**src/rtl/cfcc_pkg.sv**
```systemverilog
// Shared constants, result type and CRC-16/MODBUS byte update.
// No dependencies.
package cfcc_pkg;

    localparam logic [15:0] CRC_INIT     = 16'hFFFF;
    localparam logic [15:0] CRC_POLY     = 16'hA001;
    localparam logic [7:0]  OPEN_COMMAND = 8'd100;
    localparam logic [7:0]  TOKEN_LEN    = 8'd32;
    localparam logic [5:0]  OFFSET_OPEN  = 6'd3;
    localparam logic [5:0]  OFFSET_TOKEN = 6'd36;
    localparam int          TOKEN_WORDS  = 4;

    localparam logic [2:0] ST_DELIVER        = 3'd0;
    localparam logic [2:0] ST_TOKEN_MISMATCH = 3'd1;
    localparam logic [2:0] ST_BAD_TOKEN_LEN  = 3'd2;
    localparam logic [2:0] ST_CRC_FAIL       = 3'd3;
    localparam logic [2:0] ST_TOO_SHORT      = 3'd4;

    localparam logic [2:0] CFG_TOKEN_0       = 3'd0;
    localparam logic [2:0] CFG_TOKEN_1       = 3'd1;
    localparam logic [2:0] CFG_TOKEN_2       = 3'd2;
    localparam logic [2:0] CFG_TOKEN_3       = 3'd3;
    localparam logic [2:0] CFG_TOKEN_PRESENT = 3'd4;

    // byte 0 of the token is element 0
    typedef logic [0:31][7:0] t_token;

    typedef struct packed {
        logic [2:0]  status;
        logic [7:0]  command;
        logic [5:0]  payload_offset;
        logic [15:0] payload_length;
        logic        reply_needed;
        logic [15:0] reply_crc;
    } t_result;

    function automatic logic [15:0] crc_byte(input logic [15:0] crc_in,
                                             input logic [7:0]  data);
        logic [15:0] c;
        c = crc_in ^ {8'h00, data};
        for (int i = 0; i < 8; i++) begin
            if (c[0]) begin
                c = (c >> 1) ^ CRC_POLY;
            end else begin
                c = c >> 1;
            end
        end
        return c;
    endfunction

endpackage

```
**src/rtl/cfcc_frame.sv**
```systemverilog
// Frame state, on-the-fly CRC and token compare, and the frame verdict.
// Uses cfcc_pkg.
module cfcc_frame
    import cfcc_pkg::*;
(
    input  logic       i_clk,
    input  logic       i_rst_n,
    input  logic       i_step,
    input  logic [7:0] i_data_byte,
    input  logic       i_chunk_end,
    input  t_token     i_token,
    input  logic       i_token_present,
    output logic       o_emit,
    output t_result    o_result
);

    logic [16:0] r_seen, n_seen;
    logic [15:0] r_len, n_len;
    logic [15:0] r_crc, n_crc;
    logic [15:0] r_cmd_crc, n_cmd_crc;
    logic [7:0]  r_cmd, n_cmd;
    logic [7:0]  r_toklen, n_toklen;
    logic        r_match, n_match;

    logic        cur_complete;
    logic        new_complete;
    logic [15:0] crc_upd;
    logic [5:0]  tok_pos;
    logic [15:0] rcrc;
    logic [2:0]  status;
    logic [5:0]  offset;

    assign tok_pos = r_seen[5:0] - 6'd4;
    assign crc_upd = crc_byte(r_crc, i_data_byte);

    always_comb begin
        n_seen    = r_seen;
        n_len     = r_len;
        n_crc     = r_crc;
        n_cmd_crc = r_cmd_crc;
        n_cmd     = r_cmd;
        n_toklen  = r_toklen;
        n_match   = r_match;
        cur_complete = (r_seen >= 17'd2) && (r_seen >= ({1'b0, r_len} + 17'd2));
        if (!cur_complete) begin
            if (r_seen == 17'd0) begin
                n_len = {i_data_byte, 8'h00};
            end else if (r_seen == 17'd1) begin
                n_len = {r_len[15:8], i_data_byte};
            end else begin
                n_crc = crc_upd;
                if (r_seen == 17'd2) begin
                    n_cmd     = i_data_byte;
                    n_cmd_crc = crc_upd;
                end else if (r_seen == 17'd3) begin
                    n_toklen = i_data_byte;
                end else if (r_seen < 17'd36 && i_token[tok_pos[4:0]] != i_data_byte) begin
                    n_match = 1'b0;
                end
            end
            n_seen = r_seen + 17'd1;
        end
        new_complete = (n_seen >= 17'd2) && (n_seen >= ({1'b0, n_len} + 17'd2));
    end

    always_comb begin
        offset = 6'd0;
        if (n_len < 16'd3) begin
            status = ST_TOO_SHORT;
        end else if (n_crc != 16'd0) begin
            status = ST_CRC_FAIL;
        end else if (n_cmd == OPEN_COMMAND) begin
            status = ST_DELIVER;
            offset = OFFSET_OPEN;
        end else if (n_toklen != TOKEN_LEN) begin
            status = ST_BAD_TOKEN_LEN;
        end else if (n_len < {10'd0, OFFSET_TOKEN}) begin
            status = ST_TOO_SHORT;
        end else if (!(i_token_present && n_match)) begin
            status = ST_TOKEN_MISMATCH;
        end else begin
            status = ST_DELIVER;
            offset = OFFSET_TOKEN;
        end
    end

    assign rcrc = crc_byte(n_cmd_crc, {5'd0, status});

    always_comb begin
        o_result.status         = status;
        o_result.command        = n_cmd;
        o_result.payload_offset = offset;
        o_result.payload_length = (status == ST_DELIVER) ? (n_len - {10'd0, offset}) : 16'd0;
        o_result.reply_needed   = (status == ST_TOKEN_MISMATCH) || (status == ST_BAD_TOKEN_LEN);
        o_result.reply_crc      = o_result.reply_needed ? {rcrc[7:0], rcrc[15:8]} : 16'd0;
    end

    assign o_emit = i_step && i_chunk_end && new_complete;

    always_ff @(posedge i_clk) begin
        if (!i_rst_n || o_emit) begin
            r_seen   <= 17'd0;
            r_len    <= 16'd0;
            r_crc    <= CRC_INIT;
            r_cmd    <= 8'd0;
            r_toklen <= 8'd0;
            r_match  <= 1'b1;
        end else if (i_step) begin
            r_seen   <= n_seen;
            r_len    <= n_len;
            r_crc    <= n_crc;
            r_cmd    <= n_cmd;
            r_toklen <= n_toklen;
            r_match  <= n_match;
        end
    end

    always_ff @(posedge i_clk) begin
        if (i_step) begin
            r_cmd_crc <= n_cmd_crc;
        end
    end

endmodule

```
**config.mk**
```make
export PLATFORM = sky130hd
export DESIGN_NAME = cfcc_frame
export DESIGN_NICKNAME = d
export VERILOG_FILES = /design/src/rtl/cfcc_pkg.sv /design/src/rtl/cfcc_frame.sv
export SDC_FILE = /design/constraint.sdc
export NUM_CORES = 1
export LEC_CHECK = 0
export BUFFER_PORTS_ARGS = -buffer_cell sky130_fd_sc_hd__buf_2
export CAP_MARGIN = 20
export CORE_UTILIZATION = 25
export CTS_BUF_LIST = sky130_fd_sc_hd__clkbuf_16
export DETAILED_ROUTE_END_ITERATION = 6
export SLEW_MARGIN = 20
export SYNTH_ARGS = -nofsm -noshare
export SYNTH_HDL_FRONTEND = slang
export SYNTH_SLANG_ARGS = --single-unit
```
**constraint.sdc**
```tcl
create_clock -name i_clk -period 6.3 [get_ports i_clk]
set_input_delay 0.63 -clock i_clk [delete_from_list [all_inputs] [get_ports i_clk]]
set_output_delay 0.63 -clock i_clk [all_outputs]
set_load 0.02 [all_outputs]
```
* Word level (Yosys, flattened, before mapping)
Index checks and enable logic that the tools add are counted.
** Word-level totals
- Bits in registers :: 82
- Input port bits :: 269
- Output and inout bits :: 51
** Cells by class
- Add/sub/neg operators :: 5
- Magnitude comparators :: 8
- Eq/ne operators :: 8
- Multiplexer cells :: 59
- Bitwise gates (word level) :: 19
- Reductions and logical operators :: 12
** Operators by type and width (count)
- 16-bit two-way mux :: 27
- 8-bit two-way mux :: 12
- 2-bit NOT with 3-bit output :: 16
- 8-bit binary-select mux with 5-bit select :: 1
- 6-bit two-way mux :: 6
- 16-bit by 2-bit adder with 17-bit output, second input constant :: 2
- 17-bit by 2-bit equality test with 1-bit output, second input constant :: 2
- 17-bit greater-or-equal comparator :: 2
- 17-bit by 2-bit greater-or-equal comparator with 1-bit output, second input constant :: 2
- 17-bit by 1-bit adder with 17-bit output, second input constant :: 1
- 17-bit by 1-bit equality test with 1-bit output, second input constant :: 1
- 17-bit logical NOT :: 1
- 17-bit by 6-bit < comparator with 1-bit output, second input constant :: 1
- 17-bit two-way mux :: 1
- 16-bit by 2-bit < comparator with 1-bit output, second input constant :: 1
- 16-bit by 6-bit < comparator with 1-bit output, second input constant :: 1
- 16-bit nonzero test :: 1
- 16-bit by 6-bit subtractor with 16-bit output :: 1
- 16-bit by 3-bit bitwise XOR with 16-bit output :: 1
- 16-bit by 8-bit bitwise XOR with 16-bit output :: 1
- 3-bit two-way mux :: 5
- 8-bit by 7-bit equality test with 1-bit output, second input constant :: 1
- 8-bit by 6-bit != test with 1-bit output, second input constant :: 1
- 8-bit != test :: 1
- 10 further kinds :: 22

* Depth between registers and ports, before layout
Gate-level depths: netlist of the first run.
- Depth in word-level cells :: 41
- Depth in mapped cells :: 33
- Mapped depth without buffers :: 29

* Worst setup path before layout of the first run
OpenSTA, ideal clock, no wires.
- Path kind :: register to output
- Start point :: register r_len[2]
- End point :: output port o_result[29] (netlist bit)
- Arrival time :: 5.765 ns
- Required time :: 5.670 ns
- Slack :: -0.095 ns
- Stages on the path, launching flop included :: 28
- Path buffers :: 1
- Cells stage by stage :: dfxtp_1 -> and3_1 -> nand3_1 -> or3_1 -> nor2_1 -> xnor2_1 -> ha_1 -> a21o_1 -> a21o_1 -> a221o_1 -> o21a_1 -> buf_6 -> nor3_4 -> a22oi_1 -> o211a_2 -> inv_1 -> nand3_1 -> inv_1 -> ha_1 -> inv_1 -> fa_1 -> a21oi_1 -> nand3_1 -> a21o_1 -> nor2b_1 -> and2_1 -> xnor2_1 -> a211oi_1
** RTL lines
- start, declared :: line cfcc_frame.sv:18 : logic [15:0] r_len, n_len;
- start signal, assigned :: line cfcc_frame.sv:110 : r_len <= n_len;
- end, declared :: line cfcc_frame.sv:14 : output t_result o_result

==> results of run 1 <==
==> what timing repair did <==
action | 4_1_cts | 5_1_grt
endpoints found under the setup margin | 11 | 65
hold endpoints to repair | 0 | 0
buffers inserted | 8 | 5
gates resized for setup | 43 | 44
pin swaps | 22 | 32
gates cloned | 1 | 0
==> report_power, final <==
group / total [mW] / internal [mW] / switching (mW)
Sequential: 0.628 / 0.579 / 0.0483
Combinational: 1.25 / 0.597 / 0.649
Clock: 0.533 / 0.278 / 0.256
Total: 2.41 / 1.45 / 0.953
==> area by class of cell <==
| type | count | area [um^2] |
|---|---|---|
| inverters | 28 | 108 |
| well taps | 468 | 586 |
| fillers | 3803 | 23900 |
| clock buffers | 9 | 225 |
| multi-input cells | 865 | 7280 |
| repair buffers | 416 | 2460 |
| clock inverters | 7 | 65.1 |
| diodes | 6 | 15.0 |
| flip-flops and latches | 82 | 1810 |
==> flip-flops by register name, summed over array words and instances (netlist names) <==
signal,count
r_crc,16
r_toklen,8
r_cmd_crc,16
r_seen,17
r_cmd,8
r_match,1
r_len,16
==> synth_stat cells (22+ instances only) <==
master,n
ha_1,47
clkbuf_1,44
mux4_2,58
o21ai_0,22
nand2_1,84
dfxtp_1,66
inv_1,27
a21oi_1,36
mux2i_1,62
xor2_1,47
nand3_1,46
xnor2_1,74
nor2_1,108
and3_1,22
==> kinds of logic (layout without fill, tap and decap cells) <==
group	after synthesis	after routing
and+or+nand+nor	396	396
AOI/OAI and AO/OA	155	155
muxes	141	141
xor gates and xnor gates	123	123
buffers and inverters	111	460
DFF	82	82
adders and majority gates	48	48
other	1	8
==> worst max-delay path: cells and delay by family, from the launching register on <==
family	cells	cell delay, ns
xor+xnor	1	0.13
fa+ha+maj	3	0.80
buf+inv	6	0.69
flops	1	0.35
compound gates	9	1.83
simple gates	10	1.68
==> through the flow <==
stage / power [mW] / setup WS [ns]
4_1_cts: 2.38 / -0.0330
2_1_floorplan: 1.41 / 0.0792
5_1_grt: 2.54 / -0.415
3_3_place_gp: 1.81 / 0.0591
6_report: 2.41 / -0.206
3_5_place_dp: 1.82 / 0.0349
==> metal layers <==
layer / share of wire / vias to the layer above / track usage
li1: - / 4551 / -
met4: 0.035 / 0 / 0.0838
met5: 0 / - / 0
met2: 0.51 / 350 / 0.353
met1: 0.41 / 4622 / 0.233
met3: 0.043 / 59 / 0.0193
==> cells in the final DEF, fill, tap and decap left out, drive strengths merged, types with 6 or more instances in the layout <==
cell,synthesis,final
nand3,46,46
a22oi,12,12
diode,0,6
a211oi,14,14
xnor2,75,75
nor2,108,108
mux2,21,21
ha,47,47
a211o,19,19
a21oi,38,38
nor4,16,16
nand2,84,84
mux4,58,58
mux2i,62,62
o21ai,24,24
edfxtp,16,16
clkbuf,44,9
or2,6,6
nor2b,18,18
a21o,10,10
nor3,23,23
nand2b,11,11
nand4,19,19
or4,7,7
inv,28,33
or3,11,11
and3,22,22
xor2,47,47
o21a,10,10
and2,14,14
dfxtp,66,66
buf,39,416
==> path summary, 6_finish.rpt <==
kind,end,from,cells past startpoint
worst max-delay path,o_result[27],r_len[1],29
worst min-delay path,r_cmd[6],r_cmd[6],2
worst max register to register,r_crc[8],r_len[1],29
worst min register to register,r_cmd[6],r_cmd[6],2
==> impl_metrics.yaml, run 1 <==
logic_synthesis:
  synth_cell_type_count: 71
  synth_fa_ha_area_frac: 0.0659
  synthMuxAreaShare: 0.234
  async_flop_share: 0
  synth.top_cell.area_share: 0.143
  ys_seq_area_frac: 0.195
  synthCells: 1057
  synthTopCellsByArea: "dfxtp_1 (14%), mux4_2 (14%), xnor2_1 (7.0%), mux2i_1 (6.7%), ha_1 (6.4%)"
  synth_xor_xnor_area_share: 0.119
  synth_compound_area_frac: 0.117
  syn_avg_cell_area_um2: 8.73
  yosys.area.top_type: "dfxtp_1"
  synth_top_family_by_area: "multiplexers"
  ys.flop_type: "dfxtp_1"
  ys_warn_count: 0
  ys_seq_elements: 82
  synth-edff-count: 16
  synthSimpleGateAreaFrac: 0.215
  netlist_area_um2: 9230
clock_tree:
  clockBufferDepth: 2
  h-tree-depth: 3
  holdBufCountCts: 0
  cts_tree: "done"
  cts_made_buffers: 9
  clk_pin_slew_ns: 0.07
  clk_latency_ns: 0.37
  cts.sink_count: 82
  cts_root_buffer: "clkbuf_16"
critical_path:
  r2r_slack_ns: 0.25
  worst_setup_path_end_kind: "primary output"
  crit_type: "reg2out"
  required_ns: 5.67
  slowest_stage: "or3_4"
  cp_slowest_stage_delay_ns: 0.43
  crit_fanout: 3
  crit_arrival_ns: 5.88
  worstSetupStartpointType: "flop"
placement:
  placedCellCount: 1846
  gp_congestion: 0.946
  placed_area_um2: 11800
  dp_hpwl_um: 30300
  port_buffers: 317
drt:
  first_pass_iters: 5
  post-route-drc-count: 0
  wl_um: 37800
  vias: 9582
  wl_per_cell_um: 20.1
  viasPerCell: 5.09
  drt_iter0_markers: 654
  antenna_left: 0
sta:
  rsz0062_at_grt: "true"
  clock.fmax_mhz: 154
  finalWorstSetupSlack_ns: -0.206
  final.setup_skew_ns: 0.0134
  timing.hold.ws_ns: 0.478
  final_max_slew_viol_count: 0
  finalHoldViolCount: 0
  relSlewSlack: 0.480
  worst_pin_slew_ns: 0.780
  setup_viol: 9
  timing.setup.tns_ns: -1.13
  fin_crit_sh: 1.03
  fin_crit_ns: 6.51
cells_and_area:
  drive_gt1_frac: 0.424
  final_util: 0.344
  design_area_um2: 12500
  area_growth_pct: 35.9
  nNetsFinal: 1719
  final_cells: 1881
grt:
  grt_pass1_wl_um: 56200
  grt_max_degree: 71
  grt_overflow: 0
  track_usage: 0.195
  antenna_found_initial: 9
  grt_pass1_vias: 9543
power_and_ir_drop:
  powerDensity_nw_per_um2: 192
  ir_drop_uv: 145
  power.leakage_nw: 5.28
floorplan:
  initial_utilization: 0.253
  coreArea_um2: 36400
  dieArea_um2: 37700
  io_pins: 320
  dieHeight_um: 194
  fp-row-count: 70
  die_x_um: 194
job:
  drv_cap: 0
worst_hold_path:
  hold_class: "reg2reg"
run_status:
  status: "complete, but fails checks"
  violations: "setup timing"
(Power assumes the default switching activity.)
==> run 2: changes to the inputs <==
Settings changed: CORE_UTILIZATION 25 to 52, PLACE_DENSITY from default to 0.83, REMOVE_ABC_BUFFERS from default to 1.
==> run 2 against run 1 <==
  * The flow still finishes with violations (setup timing)
  * Via count increased by 5.5%
  * Final cell count decreased by 14%
  * Fmax decreased by 3.7%
  * Worst setup slack got worse by 0.25 ns
  * Global-route usage increased by 18 points
==> impl_metrics.yaml, run 2 (same netlist as run 1, synthesis figures left out) <==
critical_path:
  worstSetupStartpointType: "flop"
  crit_top_cell: "a21o_1"
  required_ns: 5.67
  crit_fanout: 6
  cp_slowest_stage_delay_ns: 0.40
  crit_arrival_ns: 6.13
  r2r_slack_ns: 0.12
  worst_setup_path_end_kind: "primary output"
  worstPathBufferInverterCount: 5
  crit_type: "reg2out"
  critPathTopFamily: "compound AO/OA/AOI/OAI gates"
  reg2reg_to: "r_crc[14]"
  worstReg2RegStart: "r_len[1]"
  reg2reg_depth: 30
  slowest_stage: "or3_4"
sta:
  relSlewSlack: 0.502
  final_max_slew_viol_count: 0
  worst_pin_slew_ns: 0.747
  finalHoldViolCount: 0
  clock.fmax_mhz: 148
  final.setup_skew_ns: 0.0111
  finalWorstSetupSlack_ns: -0.459
  timing.setup.tns_ns: -2.45
  rsz0062_at_grt: "true"
  fin_crit_ns: 6.76
  fin_crit_sh: 1.07
  setup_viol: 11
worst_hold_path:
  holdPathEnd: "r_match"
  hold_class: "reg2reg"
  hold_depth: 2
  min_from: "r_match"
floorplan:
  dieHeight_um: 135
  fp-row-count: 48
  die_x_um: 135
  io_pins: 320
  dieArea_um2: 18300
  initial_utilization: 0.534
  coreArea_um2: 17300
cells_and_area:
  drive_gt1_frac: 0.418
  seqCellArea_um2: 1820
  area_growth_pct: 30.9
  largest_reg_flops: 17
  fill_cells: 1300
  final_common_cell: "buf_2"
  final_cells: 1621
  multiInputGateArea_um2: 7300
  largest_register: "r_seen"
  final_cell_mix: "buf_2 (308), nor2_1 (100), nand2_1 (82)"
  nNetsFinal: 1701
drt:
  drt_iter0_markers: 1044
  post-route-drc-count: 0
  first_pass_iters: 5
  viasPerCell: 6.24
  wl_per_cell_um: 22.1
  vias: 10100
  antenna_left: 0
  wl_um: 35900
clock_tree:
  clk_pin_slew_ns: 0.07
  holdBufCountCts: 0
  cts_tree: "done"
  cts_root_buffer: "clkbuf_16"
  cts_made_buffers: 9
  clk_latency_ns: 0.36
  cts.sink_count: 82
  h-tree-depth: 3
  clockBufferDepth: 2
power_and_ir_drop:
  power_mw: 2.39
  powerDensity_nw_per_um2: 198
  power.leakage_nw: 5.18
  ir_drop_uv: 153
grt:
  grt_max_degree: 61
  grt_overflow: 0
  track_usage: 0.378
  antenna_found_initial: 9
  grt_pass1_vias: 9499
  grt_pass1_wl_um: 52300
run_status:
  violations: "setup timing"
  status: "complete, but fails checks"
job:
  drv_cap: 0
placement:
  port_buffers: 317
  dp_hpwl_um: 27300
  gp_congestion: 0.991
  placedCellCount: 1575
## run 2: final cells by class
type | count | share of cell area
multi-input combinational | 865 | 0.604
timing repair buffer | 398 | 0.190
antenna | 7 | 0.00145
tap | 225 | 0.0233
inverter | 28 | 0.00890
clock buffer | 9 | 0.0186
sequential | 82 | 0.150
clock inverter | 7 | 0.00383
## run 2: how the worst max path moves through the flow
stage | startpoint | end | slack [ns] | cells past startpoint
after global routing | r_len[1] | o_result[29] | -0.62 | 28
after global placement | r_len[2] | o_result[29] | 0.04 | 25
after detailed placement | r_len[2] | o_result[29] | -0.08 | 25
after floorplan | r_seen[0] | r_len[2] | -2.28 | 21
final | r_len[1] | o_result[29] | -0.46 | 28
after CTS | r_len[2] | o_emit | -0.02 | 28
## run 2: tightest hold or removal path, cell delays in order (launching register included)
cell      delay (ns)
dfxtp_1         0.32
o21ai_0         0.07
nand2b_1        0.05
## run 2: stage by stage
stage | area (um^2) | utilization | setup slack, ns | hold WS, ns
after floorplan | 8850 | - | -2.28 | 0.451
after global placement | 11200 | 0.648 | 0.0438 | 0.461
after detailed placement | 11200 | 0.648 | -0.0820 | 0.472
after CTS | 11700 | 0.676 | -0.0225 | 0.482
after global routing | 12100 | 0.698 | -0.624 | 0.511
final | 12100 | 0.699 | -0.459 | 0.488
## run 2: what timing repair did
item | CTS | global route
resized for setup | 35 | 73
buffers inserted | 10 | 13
setup endpoints to repair | 11 | 80
pin swaps | 14 | 43
gates cloned | 1 | 0
## run 2: power by group
group / internal (mW) / switching [mW]
Sequential: 0.580 / 0.0535
Combinational: 0.580 / 0.677
Clock: 0.266 / 0.236
Total: 1.43 / 0.966
## run 2: routing by layer
| metal | GRT usage | wire (um) |
|---|---|---|
| met2 | 0.616 | 17000 |
| met1 | 0.463 | 13100 |
| met3 | 0.0924 | 3760 |
| met5 | 0 | 23 |
| met4 | 0.195 | 1950 |
